===== src/hw/rtl/assert_macros.svh =====
`ifndef ASSERT_MACROS_SVH
`define ASSERT_MACROS_SVH

// Property checked on the rising clock, ignored while reset is high.
`define BSM_ASSERT(label, prop, msg) \
   label: assert property (@(posedge clock) disable iff (reset) (prop)) \
      else $error(msg);

// Condition that must never be true on a rising clock outside reset.
`define BSM_ASSERT_NEVER(label, expr, msg) \
   label: assert property (@(posedge clock) disable iff (reset) !(expr)) \
      else $error(msg);

`endif


===== src/hw/rtl/bsm_pkg.sv =====
package bsm_pkg;

   localparam int COORD_W  = 32;
   localparam int RADIUS_W = 31;
   localparam int CASE_W   = 2;
   localparam int AXES     = 3;
   localparam int MAG_W    = COORD_W;
   localparam int SQ_W     = 2 * MAG_W;
   // The distance is below 2^34 because the squared distance is below 3 * 2^64.
   localparam int ROOT_W   = 34;
   localparam int REM_W    = 2 * ROOT_W;
   localparam int NUM_W    = ROOT_W + 2;
   localparam int PROD_W   = MAG_W + NUM_W;
   localparam int QUOT_W   = MAG_W;
   localparam int QUEUE_DEPTH = 2;
   localparam int QPTR_W   = $clog2(QUEUE_DEPTH);

   localparam logic [RADIUS_W-1:0] RADIUS_MAX = '1;

   localparam logic [CASE_W-1:0] CASE_GENERAL = 2'd0;
   localparam logic [CASE_W-1:0] CASE_FIRST   = 2'd1;
   localparam logic [CASE_W-1:0] CASE_SECOND  = 2'd2;
   localparam logic [CASE_W-1:0] CASE_SAT     = 2'd3;

   typedef logic [COORD_W-1:0] coord_type;

   typedef struct packed {
      coord_type [AXES-1:0] c1;
      coord_type [AXES-1:0] c2;
      logic [RADIUS_W-1:0]  r1;
      logic [RADIUS_W-1:0]  r2;
   } pair_type;

   typedef struct packed {
      pair_type                    pair;
      logic [AXES-1:0][MAG_W-1:0]  mag;
      logic [AXES-1:0][SQ_W-1:0]   sq;
      logic [REM_W-1:0]            rem;
      logic [ROOT_W-1:0]           root;
   } front_type;

   typedef struct packed {
      pair_type             pair;
      logic [ROOT_W-1:0]    center_dist;
      logic [RADIUS_W-1:0]  radius;
      logic [CASE_W-1:0]    mcase;
   } task_type;

   typedef struct packed {
      pair_type                     pair;
      logic [RADIUS_W-1:0]          radius;
      logic [CASE_W-1:0]            mcase;
      logic [AXES-1:0]              neg;
      logic [AXES-1:0][MAG_W-1:0]   mag;
      logic [NUM_W-1:0]             num;
      logic [NUM_W-1:0]             den;
      logic [AXES-1:0][PROD_W-1:0]  work;
   } back_type;

   typedef struct packed {
      coord_type [AXES-1:0] center;
      logic [RADIUS_W-1:0]  radius;
      logic [CASE_W-1:0]    mcase;
   } result_type;

   // Sign-extended difference b - a.
   function automatic logic [COORD_W:0] coord_diff(input coord_type a, input coord_type b);
      coord_diff = {b[COORD_W-1], b} - {a[COORD_W-1], a};
   endfunction

   // Magnitude of a sign-extended difference; it always fits COORD_W bits.
   function automatic logic [MAG_W-1:0] magnitude(input logic [COORD_W:0] v);
      logic [COORD_W:0] n;
      n = -v;
      magnitude = v[COORD_W] ? n[MAG_W-1:0] : v[MAG_W-1:0];
   endfunction

endpackage


===== src/hw/rtl/bsm_queue.sv =====
`include "assert_macros.svh"

module bsm_queue (
   input  logic               clock,
   input  logic               reset,
   input  logic               in_valid,
   input  bsm_pkg::task_type  in_data,
   output logic               in_full,
   output logic               out_valid,
   output bsm_pkg::task_type  out_data,
   input  logic               out_pop
);

   bsm_pkg::task_type              mem_ff [bsm_pkg::QUEUE_DEPTH];
   logic [bsm_pkg::QPTR_W-1:0]     wr_ff, wr_in;
   logic [bsm_pkg::QPTR_W-1:0]     rd_ff, rd_in;
   logic [bsm_pkg::QPTR_W:0]       count_ff, count_in;
   logic                           push;

   // A transaction enters only while a slot is free.
   assign in_full   = (count_ff == (bsm_pkg::QPTR_W+1)'(bsm_pkg::QUEUE_DEPTH));
   assign out_valid = (count_ff != '0);
   assign out_data  = mem_ff[rd_ff];
   assign push      = in_valid && !in_full;

   // Pointers wrap at the queue depth.
   always_comb begin
      wr_in    = wr_ff;
      rd_in    = rd_ff;
      count_in = count_ff;
      if (push) begin
         wr_in = (wr_ff == bsm_pkg::QPTR_W'(bsm_pkg::QUEUE_DEPTH - 1)) ? '0 : wr_ff + 1'b1;
      end
      if (out_pop) begin
         rd_in = (rd_ff == bsm_pkg::QPTR_W'(bsm_pkg::QUEUE_DEPTH - 1)) ? '0 : rd_ff + 1'b1;
      end
      if (push && !out_pop) begin
         count_in = count_ff + 1'b1;
      end else if (!push && out_pop) begin
         count_in = count_ff - 1'b1;
      end
   end

   always_ff @(posedge clock) begin
      if (reset) begin
         wr_ff    <= '0;
         rd_ff    <= '0;
         count_ff <= '0;
      end else begin
         wr_ff    <= wr_in;
         rd_ff    <= rd_in;
         count_ff <= count_in;
      end
   end

   // Storage holds payload only.
   always_ff @(posedge clock) begin
      if (push) begin
         mem_ff[wr_ff] <= in_data;
      end
   end

   `BSM_ASSERT(queue_pop_nonempty, out_pop |-> (count_ff != '0), "pop from empty queue")
   `BSM_ASSERT_NEVER(queue_overfill,
      count_ff > (bsm_pkg::QPTR_W+1)'(bsm_pkg::QUEUE_DEPTH), "queue count overflow")

endmodule


===== config.mk =====
export PLATFORM = sky130hd
export DESIGN_NAME = bsm_queue
export DESIGN_NICKNAME = d
export VERILOG_FILES = /design/src/hw/rtl/bsm_pkg.sv /design/src/hw/rtl/bsm_queue.sv
export VERILOG_INCLUDE_DIRS = /design/src /design/src/hw/rtl
export SDC_FILE = /design/constraint.sdc
export NUM_CORES = 1
export LEC_CHECK = 0
export ABC_AREA = 1
export BUFFER_PORTS_ARGS = -buffer_cell sky130_fd_sc_hd__buf_4
export CAP_MARGIN = 10
export CORE_AREA = 2 2 254 256
export CTS_CLUSTER_SIZE = 25
export DETAILED_ROUTE_END_ITERATION = 8
export DIE_AREA = 0 0 256 258
export PLACE_DENSITY_LB_ADDON = 0.05
export SLEW_MARGIN = 40
export SYNTH_ARGS = -nofsm -noshare
export SYNTH_HDL_FRONTEND = slang
export SYNTH_SLANG_ARGS = --single-unit

===== constraint.sdc =====
create_clock -name clock -period 45.8 [get_ports clock]
set_input_delay 9.16 -clock clock [delete_from_list [all_inputs] [get_ports clock]]
set_output_delay 9.16 -clock clock [all_outputs]
set_load 0.01 [all_outputs]

# Yosys cells after proc, flatten, opt, wreduce, memory -nomap -nowiden
# Memories as Yosys holds them, arrays and structs flattened. A register that Yosys moved wholly into a read port is not among the register bits.
# Index checks and enable logic that the tools add are counted.
[word_totals] latchBits=0 ramBits=642 rom_bits=0 n_memories=1 inputBits=325 output_inout_bits=323 regBits=4
[memory_table] memory="mem_ff" words=2 width=321 read_ports=1 rd_ports_with_merged_regs=1 wr=1 line_no="bsm_queue.sv:14" rtl="bsm_pkg::task_type mem_ff [bsm_pkg::QUEUE_DEPTH];"
[op_classes] mux=8 n_shift=0 mul=0 order_cmp=0 n_eq_ne=1 bitwise_logic=0 div=0 n_reduce_logical=8 addsub=4
[ops] cell="1-bit two-way mux" count=6
[ops] cell="2-bit two-way mux" count=2
[ops] cell="2-bit nonzero test" count=2
[ops] cell="1-bit logical AND" count=3
[ops] cell="1-bit zero test" count=3
[ops] cell="1-bit adder, second input constant" count=2
[ops] cell="2-bit by 1-bit adder with 2-bit output, second input constant" count=1
[ops] cell="2-bit equality test, second input constant" count=1
[ops] cell="2-bit by 1-bit subtractor with 2-bit output, second input constant" count=1

# Depth between registers and ports, before layout
# Gate-level depths: netlist (run 1).
[logic_depth] word_depth=7 ltp_mapped=10 mapped_depth_nobuf=10

# Least setup slack after synthesis (run 1)
# No wires, ideal clock.
[synth_timing] path_kind="input to register" startpoint="in in_valid" endpoint="mem mem_ff[0][0] (netlist bit), enable pin" path_stages=2 required_time_ns=44.788 path_slack_ns=22.188 n_path_buf=0 t_arrival_ns=22.600 path_cell_list="o21ai_0 nor2_1"
[synth_between] elab_chain_len=3
[synth_lines] element="start, declared" line_no="bsm_queue.sv:6" rtl="input logic in_valid,"
[synth_lines] element="1-bit logical AND" line_no="bsm_queue.sv:24" rtl="assign push = in_valid && !in_full;"
[synth_lines] element="1-bit two-way mux" line_no="bsm_queue.sv:58" rtl="if (push) begin"
[synth_lines] element="1-bit two-way mux (not written as such)" line_no="bsm_queue.sv:59" rtl="mem_ff[wr_ff] <= in_data;"
[synth_lines] element="end, declared" line_no="bsm_queue.sv:14"
# No other way between the ends.

==> results.ini, run 1 <==
[place]
dp_cells = 2517
placed_cell_area_sq_um = 30500
dpl.hpwl_mm = 44.0
gp_congestion = 0.771
port_buffers = 647

[yosys]
syn_area_per_cell_sq_um = 24.0
synth_simple_gate_area_share_pct = 0.242
synthMuxAreaShare_pct = 18.9
synth_top_family_by_area = multiplexers
synth_top_area_share_pct = 77.6
syn-num-nets = 1360
synth-seq-cells = 647
synth_area_leaders = edfxtp_1 (78%), mux2_4 (18%), buf_12 (1.8%)
synth_cell_type_count = 17
syn_inst = 1034
synth_top_cell_by_area = edfxtp_1
synth-compound-area-share_pct = 0.0806
synth_xor_area_share_pct = 0.0353
netlist_area_sq_um = 24800
synth.yosys.seq_area_share_pct = 78.0
yosys_warnings = 0
synth_fa_ha_area_share_pct = 0.0504

[detailed_routing]
routed-wl-met2_mm = 31.4
ant_nets = 0
met3WireLength_mm = 6.33
routed.top_layer = met5
route.vias.total = 12200
wirelength_mm = 62.5
wire_per_inst_um = 23.6
drt_iter0_drc = 609
drc = 0
dr.pass1.iters = 4
viasPerCell = 4.62
m1WireLength_mm = 22.9

[floorplanning]
die_y_um = 258
fp-row-count = 93
start_util_pct = 39.0
die_w_um = 256
core_sq_um = 63600
die_area_sq_um = 66000
ioPinCount = 648

[pwr]
p_sw_mw = 0.344
powerDensity_nw_per_um2 = 45.7
power_frac_clock_pct = 36.3
peakVddDrop_uv = 30.8
switching_share_pct = 23.0
power.internal_mw = 1.15
p_seq_share_pct = 48.1
comb_power_share_pct = 15.6
leakagePower_nw = 12.7

[cts]
clockRootBuffer = clkbuf_16
post_cts_buffers = 0
clockBufferDepth = 3
path_clk_slew_ps = 60
cts.hold.buffers_added = 0
cts-htree-levels = 3
cts_tree = built
cts.sinks = 647
clk_latency_ps = 580
cts_resized = 0
numCtsBuffers = 70

[layout]
layout_commonest_cell = buf_4
finalInstanceArea_sq_um = 32700
finalNetCount = 2060
drive_above_1_share_pct = 60.7
most-common-layout-cells = buf_4 (649), edfxtp_1 (642), mux2_4 (290)
stdcell_count = 2652
post-route-util_pct = 51.4
syn2layout_area_growth_pct = 31.7

[timing]
rsz0062_at_grt = false
period_share_pct = 26.1
slew_viol_final = 0
fin_skew_ps = 12.6
fin_tns_setup_ps = 0
relSlewSlack_pct = 48.7
setup_violations = 0
fmax_mhz = 83.6
worst_pin_slew_ps = 762
period_needed_ps = 11970
finalHoldViolations = 0

[critical_path]
r2r_slack_ps = 42530
critPathRequiredTime_ps = 36640
arrival_ps = 2810
r2r_start = count_ff[1]$_SDFFE_PP0P_
cp-start-kind = flop
worstPathMaxFanout = 67
crit_type = flop to output pin
cp-end-kind = output pin

[global_route]
grt_max_degree = 90
grt_pass1_wl_mm = 87.9
grt_usage_pct = 18.5
grt-ovfl-total = 0
grt_pass1_vias = 13000
antenna_found_initial = 18

[job]
max_cap_violations = 0

[worst_hold_path]
min-delay-start = rd_ff$_SDFFE_PP0P_
min_path_type = flop to flop

[outcome]
outcome = finished, final reports clean

stage by stage:
step,hold WS (ps),setup slack (ps),power (mW)
floorplan,476,22190,0.882
global placement,498,33220,0.964
detailed placement,510,33710,0.969
CTS,531,33740,1.52
global route,576,33700,1.55
finish,519,33830,1.49
cell families (layout without fill, tap and decap cells):
family / after synthesis / after routing
mux: 321 / 321
xor+xnor: 1 / 1
simple gates: 15 / 15
flops: 647 / 647
other cells: 0 / 7
compound gates: 4 / 4
fa+ha+maj: 1 / 1
buf+inv: 45 / 801
cell usage after synthesis:
| cell type | instances |
|---|---|
| buf_8 | 10 |
| xnor2_1 | 1 |
| o21ai_0 | 3 |
| mux2_4 | 290 |
| ha_1 | 1 |
| a21oi_1 | 1 |
| buf_6 | 1 |
| buf_2 | 3 |
| inv_1 | 9 |
| buf_12 | 22 |
| edfxtp_1 | 642 |
| dfxtp_1 | 5 |
| nand3_1 | 1 |
| nand4_1 | 1 |
| nand2_1 | 5 |
| nor2_1 | 8 |
| mux2_2 | 31 |
path summary, 6_finish.rpt:
| check | endpoint | cells after the start |
|---|---|---|
| max | out_data[127] | 5 |
| min | flop | 2 |
| max reg2reg | mem_ff[0][199]$_DFFE_PP_ | 6 |
| min reg2reg | flop | 2 |
registers in the layout, summed over array words and instances (netlist names), named ones only:
register / cells
rd_ff: 1
count_ff: 2
wr_ff: 1
mem_ff: 642
cell type report:
type | count | area, sq um
Tap cell | 855 | 1070
Antenna cell | 7 | 17.5
Inverter | 9 | 33.8
Clock buffer | 88 | 1880
Clock inverter | 40 | 334
Multi-Input combinational cell | 342 | 4820
Timing Repair Buffer | 664 | 5170
Sequential cell | 647 | 19400
Fill cell | 5262 | 30900
power groups by stage:
stage	Clock, mW	Sequential [mW]	Combinational (mW)
after detailed placement	0	0.732	0.237
after floorplan	0	0.755	0.127
after global routing	0.582	0.723	0.247
after global placement	0	0.730	0.234
final	0.543	0.719	0.233
after CTS	0.562	0.720	0.238
critical path, stage by stage (launching register included):
cell and delay [ps]:
dfxtp_4 660, buf_12 170, buf_16 380, buf_16 390, mux2_4 350, buf_4 150
per-layer routing:
layer	up-vias	GRT usage (%)
met5	-	0
met4	22	6.95
met3	114	8.94
met2	439	30.8
met1	6134	20.4
li1	5536	-
Note: power is estimated with default switching activity, not from simulation.
==> inputs of run 2 (changes only) <==
CORE_AREA = 2 2 252 254   (was 2 2 254 256)
DIE_AREA = 0 0 254 256   (was 0 0 256 258)
clock period = 9.81 ns   (was 45.8 ns; I/O delays follow)
==> results.ini, run 2 (synthesis results as in run 1) <==
[outcome]
outcome = finished, final reports clean  ; unchanged

[global_route]
grt_pass1_vias = 12900  ; was 13.0k
grt-ovfl-total = 0  ; unchanged
grt_usage_pct = 18.5  ; about the same
antenna_found_initial = 18  ; unchanged
grt_max_degree = 102  ; was 90
grt_pass1_wl_mm = 85.9  ; was 87.9 mm

[cts]
path_clk_slew_ps = 50  ; was 60 ps
clockRootBuffer = clkbuf_16  ; unchanged
cts_tree = built  ; unchanged
cts.sinks = 647  ; unchanged
clockBufferDepth = 3  ; unchanged
cts_resized = 0  ; unchanged
post_cts_buffers = 0  ; unchanged
clk_latency_ps = 590  ; was 580 ps
cts-htree-levels = 3  ; unchanged
cts.hold.buffers_added = 0  ; unchanged
numCtsBuffers = 72  ; was 70

[worst_hold_path]
min_path_type = flop to flop  ; unchanged

[critical_path]
critPathMaxStageDelay_ps = 700  ; was 660 ps
critPathRequiredTime_ps = 7850  ; was 36640 ps
crit_type = flop to output pin  ; unchanged
worstPathMaxFanout = 56  ; was 67
arrival_ps = 2960  ; was 2810 ps
crit_top_cell = buf_12  ; was buf_16
cp-end-kind = output pin  ; unchanged
crit_slowest_cell = dfxtp_4  ; unchanged
path_cells = buf_12, buf_12, buf_16, mux2_4, buf_4  ; was buf_12, buf_16, buf_16, mux2_4, buf_4
cp-start-kind = flop  ; unchanged

[layout]
reg_top3 = mem_ff: 642 flops, count_ff: 2 flops  ; unchanged
syn2layout_area_growth_pct = 31.2  ; was 31.7%
finalNetCount = 2060  ; unchanged
stdcell_count = 2637  ; was 2652
largest_reg_flops = 642  ; unchanged
layout_commonest_cell = buf_4  ; unchanged
max_flop_register = mem_ff  ; unchanged
drive_above_1_share_pct = 60.4  ; was 60.7%
most-common-layout-cells = buf_4 (649), edfxtp_1 (642), mux2_4 (290)  ; unchanged

[detailed_routing]
drt_iter0_drc = 632  ; was 609
dr.pass1.iters = 4  ; unchanged
ant_nets = 0  ; unchanged
viasPerCell = 4.66  ; was 4.62
route.vias.total = 12300  ; was 12.2k
drc = 0  ; unchanged
wirelength_mm = 61.8  ; was 62.5 mm
wire_per_inst_um = 23.4  ; was 23.6 um

[timing]
finalHoldViolations = 0  ; unchanged
slew_viol_final = 0  ; unchanged
period_needed_ps = 4920
setup_violations = 0  ; unchanged
fin_skew_ps = 10.8  ; was 12.6 ps
relSlewSlack_pct = 39.8  ; was 48.7%
period_share_pct = 50.2
rsz0062_at_grt = false  ; unchanged
worst_pin_slew_ps = 902  ; was 762 ps
fmax_mhz = 203

[pwr]
finalPower_mw = 6.92  ; was 1.49 mW
powerDensity_nw_per_um2 = 212  ; was 45.7 nW/um^2
peakVddDrop_uv = 148  ; was 30.8 uV
leakagePower_nw = 12.7  ; about the same

[floorplanning]
start_util_pct = 39.8  ; was 39.0%
die_w_um = 254  ; was 256 um
ioPinCount = 648  ; unchanged
fp-row-count = 92  ; was 93
die_y_um = 256  ; was 258 um
core_sq_um = 62400  ; was 63600 sq um
die_area_sq_um = 65000  ; was 66000 sq um

[place]
dp_cells = 2505  ; was 2517
port_buffers = 647  ; unchanged
gp_congestion = 0.784  ; was 0.771
dpl.hpwl_mm = 43.6  ; was 44.0 mm

[job]
max_cap_violations = 0  ; unchanged

[run 2: cell count changes in the layout (fill, tap and decap cells not counted), moves of 2 or more]
cell and change:
clkinv_2 -3, clkinvlp_4 -3, buf_16 -3, bufinv_16 -2, buf_12 +2, clkbuf_1 +5
[run 2: routing by layer]
layer,track usage (%),routed length (um)
met1,19.4,21400
met2,31.5,31500
met3,9.40,6830
met4,6.85,1890
met5,0,158
[run 2: where the power goes]
group          internal (mW)  total [mW]  leakage [nW]  switching, mW
Clock                   1.46        2.49          1.06           1.03
Sequential              3.30        3.36          6.03         0.0535
Combinational          0.568        1.08          5.61          0.509
Total                   5.33        6.92          12.7           1.59
[run 2: path summary, 6_finish.rpt]
kind,end,cells past startpoint,from,slack (ps)
hold reg to reg,rd_ff$_SDFFE_PP0P_,2,rd_ff$_SDFFE_PP0P_,520
setup reg to reg,mem_ff[1][41]$_DFFE_PP_,6,count_ff[1]$_SDFFE_PP0P_,6900
setup / recovery,out_data[108],5,flop,4890
hold / removal,rd_ff$_SDFFE_PP0P_,2,rd_ff$_SDFFE_PP0P_,520
[run 2: through the flow]
stage | hold WS, ps | utilization [%] | setup TNS (ps) | instance area (sq um) | setup slack (ps)
after global placement | 495 | 48.6 | 0 | 30300 | 5180
final | 522 | 52.2 | 0 | 32600 | 4890
after detailed placement | 512 | 48.7 | 0 | 30400 | 5290
after CTS | 525 | 52.2 | 0 | 32500 | 4870
after floorplan | 480 | - | -767820 | 24800 | -1200
after global routing | 562 | 52.2 | 0 | 32600 | 4710
[run 2: critical path: cells and delay by family (launching register included)]
family,cells,cell delay (ps)
multiplexers,1,340
buffers and inverters,4,1190
flip-flops,1,700
[run 2: area by class of cell]
cell class | count | area (sq um)
fillers | 5143 | 29800
clock buffers | 94 | 1930
clock inverters | 30 | 231
multi-input cells | 342 | 4820
flip-flops and latches | 647 | 19400
repair buffers | 662 | 5120
diodes | 7 | 17.5
inverters | 9 | 33.8
well taps | 846 | 1060
